### src/rtl/d2mjd_pkg.sv
// Package for the date to Modified Julian Day converter.
// Holds field widths, calendar constants and the month tables.
// No dependencies.
package d2mjd_pkg;

  localparam int YearW = 12;
  localparam int MonthW = 4;
  localparam int DayW = 5;
  localparam int MjdW = 20;
  localparam int DoyW = 9;

  localparam logic [YearW-1:0] FirstYear = 12'd2006;
  localparam int MjdBaseInt = 53735;
  localparam int LeapsBeforeFirst = 486;
  localparam logic [MjdW-1:0] MjdOffset = MjdW'(MjdBaseInt - LeapsBeforeFirst);
  localparam logic [8:0] DaysPerYear = 9'd365;
  localparam logic [DayW-1:0] FebLeapLen = 5'd29;
  localparam logic [MonthW-1:0] MonthFeb = 4'd2;
  localparam logic [MonthW-1:0] MonthDec = 4'd12;

  function automatic logic [DayW-1:0] month_len(input logic [MonthW-1:0] m);
    logic [DayW-1:0] len;
    unique case (m)
      4'd1, 4'd3, 4'd5, 4'd7, 4'd8, 4'd10, 4'd12: len = 5'd31;
      4'd4, 4'd6, 4'd9, 4'd11: len = 5'd30;
      4'd2: len = 5'd28;
      default: len = 5'd0;
    endcase
    return len;
  endfunction

  function automatic logic [DoyW-1:0] days_before(input logic [MonthW-1:0] m);
    logic [DoyW-1:0] d;
    unique case (m)
      4'd2: d = 9'd31;
      4'd3: d = 9'd59;
      4'd4: d = 9'd90;
      4'd5: d = 9'd120;
      4'd6: d = 9'd151;
      4'd7: d = 9'd181;
      4'd8: d = 9'd212;
      4'd9: d = 9'd243;
      4'd10: d = 9'd273;
      4'd11: d = 9'd304;
      4'd12: d = 9'd334;
      default: d = 9'd0;
    endcase
    return d;
  endfunction

  // Quotient by 25 through the reciprocal 41/1024, exact for inputs below 1024.
  function automatic logic [5:0] div25(input logic [9:0] x);
    logic [15:0] p;
    p = 16'(x) * 16'd41;
    return p[15:10];
  endfunction

endpackage

### src/rtl/date_to_modified_julian_day.sv
// Top level of the Gregorian date to Modified Julian Day converter.
// Depends on d2mjd_pkg for widths, constants, month tables and div25.
//
// Each request carries a year, month and day and gives one result: the Modified
// Julian Day number and a valid flag, with the number forced to zero for an
// invalid date. A request is registered on entry and the conversion is combinational
// between that register and the result register, so one date is taken every cycle
// while the result side accepts results. Both registers hold while the result side
// stalls.
module date_to_modified_julian_day
  import d2mjd_pkg::*;
(
  input  logic              clk,
  input  logic              rst_n,
  input  logic              in_valid,
  output logic              in_ready,
  input  logic [YearW-1:0]  in_year,
  input  logic [MonthW-1:0] in_month,
  input  logic [DayW-1:0]   in_day,
  output logic              out_valid,
  input  logic              out_ready,
  output logic [MjdW-1:0]   out_day_number,
  output logic              out_date_valid
);

  logic              s1_valid_r;
  logic [YearW-1:0]  year_r;
  logic [MonthW-1:0] month_r;
  logic [DayW-1:0]   day_r;
  logic              out_valid_r;
  logic [MjdW-1:0]   day_number_r;
  logic              date_valid_r;

  logic              out_free;
  logic              s1_adv;

  logic              leap;
  logic [DayW-1:0]   mlen;
  logic              valid_nxt;
  logic [DoyW-1:0]   doy;
  logic [YearW-1:0]  yrs;
  logic [YearW-1:0]  prev;
  logic [9:0]        q4;
  logic [5:0]        q100;
  logic [5:0]        q400;
  logic [9:0]        extra;
  logic [5:0]        y_q100;
  logic [5:0]        y_q400;
  logic              y_div100;
  logic              y_div400;
  logic [20:0]       yr_days;
  logic [MjdW-1:0]   day_number_nxt;

  assign out_free = !out_valid_r || out_ready;
  assign s1_adv = s1_valid_r && out_free;
  assign in_ready = !s1_valid_r || out_free;

  always_comb begin
    y_q100 = div25(year_r[11:2]);
    y_q400 = div25({2'b00, year_r[11:4]});
    y_div100 = (year_r[1:0] == 2'b00) && (10'(y_q100) * 10'd25 == year_r[11:2]);
    y_div400 = (year_r[3:0] == 4'b0000) &&
               (10'(y_q400) * 10'd25 == {2'b00, year_r[11:4]});
    leap = ((year_r[1:0] == 2'b00) && !y_div100) || y_div400;

    mlen = month_len(month_r);
    if ((month_r == MonthFeb) && leap) begin
      mlen = FebLeapLen;
    end
    valid_nxt = (year_r >= FirstYear) && (month_r != '0) && (month_r <= MonthDec) &&
                (day_r != '0) && (day_r <= mlen);

    doy = days_before(month_r) + DoyW'(day_r) +
          DoyW'((leap && (month_r > MonthFeb)) ? 1 : 0);
    yrs = year_r - FirstYear;
    prev = year_r - 12'd1;
    q4 = prev[11:2];
    q100 = div25(prev[11:2]);
    q400 = div25({2'b00, prev[11:4]});
    extra = q4 - 10'(q100) + 10'(q400);
    yr_days = 21'(yrs) * 21'(DaysPerYear);

    day_number_nxt = '0;
    if (valid_nxt) begin
      day_number_nxt = MjdOffset + MjdW'(doy) + yr_days[MjdW-1:0] + MjdW'(extra);
    end
  end

  always_ff @(posedge clk) begin
    if (!rst_n) begin
      s1_valid_r <= 1'b0;
      out_valid_r <= 1'b0;
    end else begin
      if (in_ready) begin
        s1_valid_r <= in_valid;
      end
      if (out_free) begin
        out_valid_r <= s1_valid_r;
      end
    end
  end

  always_ff @(posedge clk) begin
    if (in_valid && in_ready) begin
      year_r <= in_year;
      month_r <= in_month;
      day_r <= in_day;
    end
    if (s1_adv) begin
      day_number_r <= day_number_nxt;
      date_valid_r <= valid_nxt;
    end
  end

  assign out_valid = out_valid_r;
  assign out_day_number = day_number_r;
  assign out_date_valid = date_valid_r;

  a_invalid_zero: assert property (@(posedge clk) disable iff (!rst_n)
    (out_valid_r && !date_valid_r) |-> (day_number_r == '0))
    else $error("invalid date gave a nonzero day number");

  a_valid_floor: assert property (@(posedge clk) disable iff (!rst_n)
    (out_valid_r && date_valid_r) |-> (day_number_r > MjdW'(MjdBaseInt)))
    else $error("valid date below the first day");

  a_accept_fills: assert property (@(posedge clk) disable iff (!rst_n)
    (in_valid && in_ready) |=> s1_valid_r)
    else $error("accepted request lost at the input register");

  a_advance_fills: assert property (@(posedge clk) disable iff (!rst_n)
    s1_adv |=> out_valid_r)
    else $error("advanced request lost at the result register");

  a_stall_holds: assert property (@(posedge clk) disable iff (!rst_n)
    (out_valid_r && !out_ready && s1_valid_r) |-> !in_ready)
    else $error("request taken while both registers are full and stalled");

endmodule

### config.mk
export PLATFORM = sky130hd
export DESIGN_NAME = date_to_modified_julian_day
export DESIGN_NICKNAME = d
export VERILOG_FILES = /design/src/rtl/d2mjd_pkg.sv /design/src/rtl/date_to_modified_julian_day.sv
export SDC_FILE = /design/constraint.sdc
export NUM_CORES = 1
export LEC_CHECK = 0
export BUFFER_PORTS_ARGS = -buffer_cell sky130_fd_sc_hd__buf_2
export CAP_MARGIN = 20
export CORE_MARGIN = 5
export CORE_UTILIZATION = 40
export DETAILED_ROUTE_END_ITERATION = 8
export PLACE_DENSITY = 0.64
export SLEW_MARGIN = 20
export SYNTH_ARGS = -nofsm -noshare
export SYNTH_HDL_FRONTEND = slang
export SYNTH_SLANG_ARGS = --single-unit
### constraint.sdc
create_clock -name clk -period 13.6 [get_ports clk]
set_input_delay 2.04 -clock clk [delete_from_list [all_inputs] [get_ports clk]]
set_output_delay 2.04 -clock clk [all_outputs]
set_load 0.05 [all_outputs]
; ---- Yosys cells after proc, flatten, opt, wreduce, memory -nomap -nowiden
; Memories as Yosys holds them, arrays and structs flattened. A register that Yosys moved wholly into a read port is not among the register bits.
; Cells that the tools add are included.
[totals]
register_bits = 44
memories = 2
wordCells = 57
mem_bits_ro = 224
in_bits = 25
out_inout_bits = 23
[memory_table]
columns = name, words, width, rd, rd_ports_with_merged_regs, write_ports, line
row1 = (name not given), 16, 9, 1, 1, 0, d2mjd_pkg.sv:34  ; unique case (m)
row2 = (name not given), 16, 5, 1, 1, 0, d2mjd_pkg.sv:23  ; unique case (m)
[classes]
eq_ne = 3
n_reduce_logical = 21
mul = 7
magnitude_cmp = 4
n_mux = 4
add_sub_neg = 9
[op_table]
columns = op, count
row1 = "multiplier 10 x 6 -> 16 bit, second input constant", 2
row2 = "multiplier 8 x 6 -> 14 bit, second input constant", 2
row3 = adder 17 x 20 -> 20 bit, 1
row4 = adder 20 x 10 -> 20 bit, 1
row5 = "multiplier 12 x 9 -> 20 bit, second input constant", 1
row6 = "adder 16 x 9 -> 17 bit, first input constant", 1
row7 = "greater-or-equal comparator 12 x 11 -> 1 bit, second input constant", 1
row8 = "subtractor 12 x 1 -> 12 bit, second input constant", 1
row9 = "subtractor 12 x 11 -> 12 bit, second input constant", 1
row10 = logical AND 1 bit, 11
row11 = adder 10 x 4 -> 10 bit, 1
row12 = equality test 10 bit, 1
row13 = "multiplier 6 x 5 -> 10 bit, second input constant", 1
row14 = subtractor 10 x 6 -> 10 bit, 1
row15 = adder 9 x 1 -> 9 bit, 1
row16 = adder 9 x 5 -> 9 bit, 1
row17 = equality test 9 x 8 -> 1 bit, 1
row18 = "multiplier 4 x 5 -> 9 bit, second input constant", 1
row19 = 2-to-1 mux 4 bit, 2
row20 = <= comparator 5 bit, 1
row21 = 2-to-1 mux 5 bit, 1
row22 = nonzero test 5 bit, 1
row23 = "equality test 4 x 2 -> 1 bit, second input constant", 1
row24 = "> comparator 4 x 2 -> 1 bit, second input constant", 1
row25 = other kinds (7), 11

; ---- Logic depth before layout (Yosys ltp)
[depth]
ltp_word = 13
mapped_depth = 49
depth_no_buf = 48

; ---- Least setup slack after synthesis
; No wires, ideal clock.
[synth_path]
path_type = flip-flop to flip-flop
startpoint = reg year_r[8]
endpoint = reg day_number_r[18], in the netlist out_day_number[18], data pin
setup_time_ps = 266
synth_period_minus_slack_ps = 10003
path_stages_with_launch = 49
required_time_ps = 13334
slack_ps = 3597
t_arrival_ps = 9737
n_path_buf = 2
path_cell_list = edfxtp_1 clkbuf_1 inv_1 fa_1 inv_1 ha_1 ha_1 a21oi_1 o211ai_1 and2_1 buf_2 a21oi_1 o21bai_1 a21oi_1 xnor2_1 ha_1 inv_1 ha_1 [... 13 more ...] a21o_1 a21o_1 nand3_1 xor2_1 fa_1 inv_1 fa_1 inv_1 fa_1 inv_1 ha_1 or2_2 a21oi_1 a211o_1 a21boi_0 o32ai_1 xor2_1 nor2_1
[synth_via]
elab_chain_cells = 13
word_cells_on_any_way = 32
cone_classes = add/sub: 8 / mul: 7 / order compare: 2 / eq/ne: 2 / mux: 2 / reduce/logical: 11
[synth_rtl]
columns = item, line
row1 = "start, declared", date_to_modified_julian_day.sv:27  ; logic [YearW-1:0] year_r;
row2 = "start signal, assigned", date_to_modified_julian_day.sv:105  ; year_r <= in_year;
row3 = multiplier 10 x 6 -> 16 bit, d2mjd_pkg.sv:54  ; p = 16'(x) * 16'd41;
row4 = multiplier 6 x 5 -> 10 bit, date_to_modified_julian_day.sv:61  ; y_div100 = (year_r[1:0] == 2'b00) && (10'(y_q100) * 10'd25 == year_r[11:2]);
row5 = equality test 10 bit, date_to_modified_julian_day.sv:61
row6 = logical AND 1 bit, date_to_modified_julian_day.sv:61
row7 = zero test 1 bit, date_to_modified_julian_day.sv:64  ; leap = ((year_r[1:0] == 2'b00) && !y_div100) || y_div400;
row8 = logical AND 1 bit, date_to_modified_julian_day.sv:64
row9 = logical OR 1 bit, date_to_modified_julian_day.sv:64
row10 = logical AND 1 bit, date_to_modified_julian_day.sv:74  ; DoyW'((leap && (month_r > MonthFeb)) ? 1 : 0);
row11 = 2-to-1 mux 1 bit, date_to_modified_julian_day.sv:74
row12 = adder 9 x 1 -> 9 bit, date_to_modified_julian_day.sv:73  ; doy = days_before(month_r) + DoyW'(day_r) +
row13 = adder 16 x 9 -> 17 bit, date_to_modified_julian_day.sv:85  ; day_number_nxt = MjdOffset + MjdW'(doy) + yr_days[MjdW-1:0] + MjdW'(extra);
row14 = adder 17 x 20 -> 20 bit, date_to_modified_julian_day.sv:85
row15 = adder 20 x 10 -> 20 bit, date_to_modified_julian_day.sv:85
row16 = "end signal, assigned", date_to_modified_julian_day.sv:110  ; day_number_r <= day_number_nxt;
row17 = "end, declared", date_to_modified_julian_day.sv:31  ; logic [MjdW-1:0] day_number_r;
; Several ways; a longest one is shown, not always the timed one.
; A chain may end at the register's enable or synchronous reset.

; ---- Final worst setup path
[layout_path]
startpoint = reg year_r[4]
endpoint = reg day_number_r[18], in the netlist out_day_number[18], data pin
; The elaborated chain is that of the path after synthesis.

==> results.yml <==
outcome:
  status: "finished, final reports clean"
clock_network:
  clock_latency_ns: 0.30
  cts_root_buf: "clkbuf_16"
  cts_setup_buffers: 0
  clock_path_buffers: 2
  cts.repair.resized: 0
  clk_pin_slew_ns: 0.08
  clock-sinks: 56
  ctsHoldBuffers: 0
  cts_tree: "built"
  cts_inserted_buffers: 5
  h-tree-depth: 2
finish:
  n_antenna_cell: 0
  final_cell_area_mm2: 0.009656
  num-nets-final: 1266
  area_delta_synth_final_pct: 6.795
  finalNonFillerCells: 1253
  drive_gt1_frac: 0.07335
route:
  postRouteAntennaNets: 0
  viasPerCell: 4.988
  drc_errors: 0
  firstDrtPassIters: 4
  drtIter0Drc: 191
  num_vias: 6250
  avgRoutedWirePerCell_um: 14.28
  wl_um: 17890
placement:
  placed_cell_area_mm2: 0.009500
  port_buffers: 47
  placed_cells: 1245
  gp_congestion: 0.8270
  dp_hpwl_um: 15310
timing:
  finalHoldViolations: 0
  max_freq_ghz: 0.09012
  clock_skew_ns: 0.008986
  fin_setup_tns_ns: 0
  period_share: 0.8159
  rsz0062_at_grt: "no"
  slew_viol_final: 0
  setup_viol: 0
  slew_headroom: 0.4537
  min_period_ns: 11.10
  tightest_slew_ns: 0.8137
global_routing:
  met3_usage: 0.01976
  grt_max_degree: 22
  antenna_found_initial: 0
  top_usage_layer: "met2"
  use_met2: 0.2258
  gr-usage-met1: 0.2128
  grt_pass1_wl_um: 30520
  grt_pass1_vias: 6361
  overflow: 0
  track_usage: 0.1423
setup_path:
  cp-end-kind: "flip-flop"
  crit_family: "adder cells"
  reg2reg_from: "year_r[4]$_DFFE_PP_"
  crit_top_cell: "ha_1"
  worstPathRequired_ns: 13.62
  cp.arrival_ns: 11.12
  crit_start: "year_r[4]$_DFFE_PP_"
  start_kind: "flip-flop"
  cpMaxStageDelayCell: "edfxtp_1"
  critPathKind: "reg2reg"
  cp_max_fo: 12
  cpPeakStageDelay_ns: 0.77
  path_buf_inv: 2
logic_synthesis:
  ys_warn_count: 0
  avgSynthCellArea_um2: 9.680
  async_reset_ff_frac: 0
  syn_area_mm2: 0.009041
  ys_ff_latch: 56
  synthCells: 934
  syn-num-nets: 1233
  yosys_most_used_dff: "edfxtp_1"
  yosysSeqAreaShare: 0.1705
  synth_edf_count: 42
  yosysUniqueCellTypes: 58
worst_hold_path:
  min_path_type: "reg2reg"
  min_from: "s1_valid_r$_SDFFE_PN0N_"
floorplan:
  die_x_um: 160.3
  die_area_mm2: 0.02571
  die_h_um: 160.3
  initial_core_util: 0.4030
  io_pins: 48
  std_cell_rows: 55
  coreArea_mm2: 0.02243
flow_run:
  cap_violations: 0
layout by cell type, fill, tap and decap left out, types with 4 or more instances in the layout:
master | synthesis | routed
ha_1 | 203 | 203
xnor2_1 | 72 | 72
dfxtp_1 | 14 | 14
o21bai_1 | 10 | 10
nor3_1 | 10 | 10
and2_1 | 5 | 5
fa_1 | 71 | 71
nor2_1 | 44 | 44
nand2b_1 | 9 | 9
inv_1 | 159 | 159
nand3_1 | 16 | 16
a21o_1 | 20 | 20
edfxtp_1 | 42 | 42
o21ai_0 | 21 | 21
a21oi_1 | 45 | 45
clkbuf_16 | 0 | 5
mux2i_1 | 6 | 6
o21a_1 | 6 | 6
nand2_1 | 39 | 39
and3_1 | 5 | 5
a31oi_1 | 10 | 10
nor2b_1 | 12 | 11
xor2_1 | 27 | 27
buf_2 | 3 | 47
or3_1 | 5 | 5
o211ai_1 | 4 | 4
nand4_1 | 10 | 10
cell type report:
cell class	count	area [um2]
inverter	159	596.8
fill	2163	12780
sequential	56	1541
timing repair buffer	49	250.2
tap	285	356.6
multi-input combinational	696	6760
clock buffer	5	125.1
clock inverter	3	25.02
path summary, 6_finish.rpt:
kind	end	slack (ns)	cells after the start
setup / recovery	out_day_number[18]$_SDFFCE_PN0P_	2.50	42
hold / removal	out_valid$_SDFFE_PN0P_	0.53	1
hold reg to reg	out_valid$_SDFFE_PN0P_	0.53	1
setup reg to reg	out_day_number[18]$_SDFFCE_PN0P_	2.50	42
stage by stage:
stage / setup slack (ns) / hold slack, ns / util
2_1_floorplan: 3.597 / 0.4768 / -
3_3_place_gp: 2.683 / 0.5004 / 0.4235
3_5_place_dp: 2.589 / 0.4995 / 0.4235
4_1_cts: 2.538 / 0.5222 / 0.4302
5_1_grt: 1.751 / 0.5838 / 0.4304
6_report: 2.504 / 0.5319 / 0.4304
synth_stat cells, drive strengths merged, types with 6 or more instances:
master	instances	area share
xnor2	72	0.070
a21oi	45	0.025
dfxtp	14	0.031
xor2	28	0.029
ha	203	0.28
mux2i	6	0.0066
a21o	20	0.017
o21bai	10	0.0083
edfxtp	42	0.14
a31oi	10	0.0069
nor3	10	0.0055
nand4	10	0.0069
nand2b	9	0.0062
o21ai	24	0.014
clkbuf	10	0.0042
buf	13	0.012
inv	159	0.066
nand3	18	0.013
nor2b	12	0.0083
nor2	44	0.018
nand2	39	0.016
o21a	6	0.0050
fa	71	0.16
logic make-up after synthesis:
family,Yosys count,synth area share
AO/OA/AOI/OAI,143,0.1049
adder cells (fa/ha/maj),274,0.4381
flip-flops,56,0.1705
XOR/XNOR,100,0.09895
AND/OR/NAND/NOR,171,0.09577
multiplexers,8,0.009134
buffers and inverters,182,0.08262
layer usage:
| layer | vias to the layer above | wire length (um) |
|---|---|---|
| met5 | - | 0 |
| met4 | 0 | 142 |
| met3 | 9 | 714 |
| met2 | 101 | 7845 |
| met1 | 2929 | 9184 |
| li1 | 3211 | - |
Power is not shown: default switching activity piles up to over one toggle a cycle in this logic, so the estimate is an artifact.
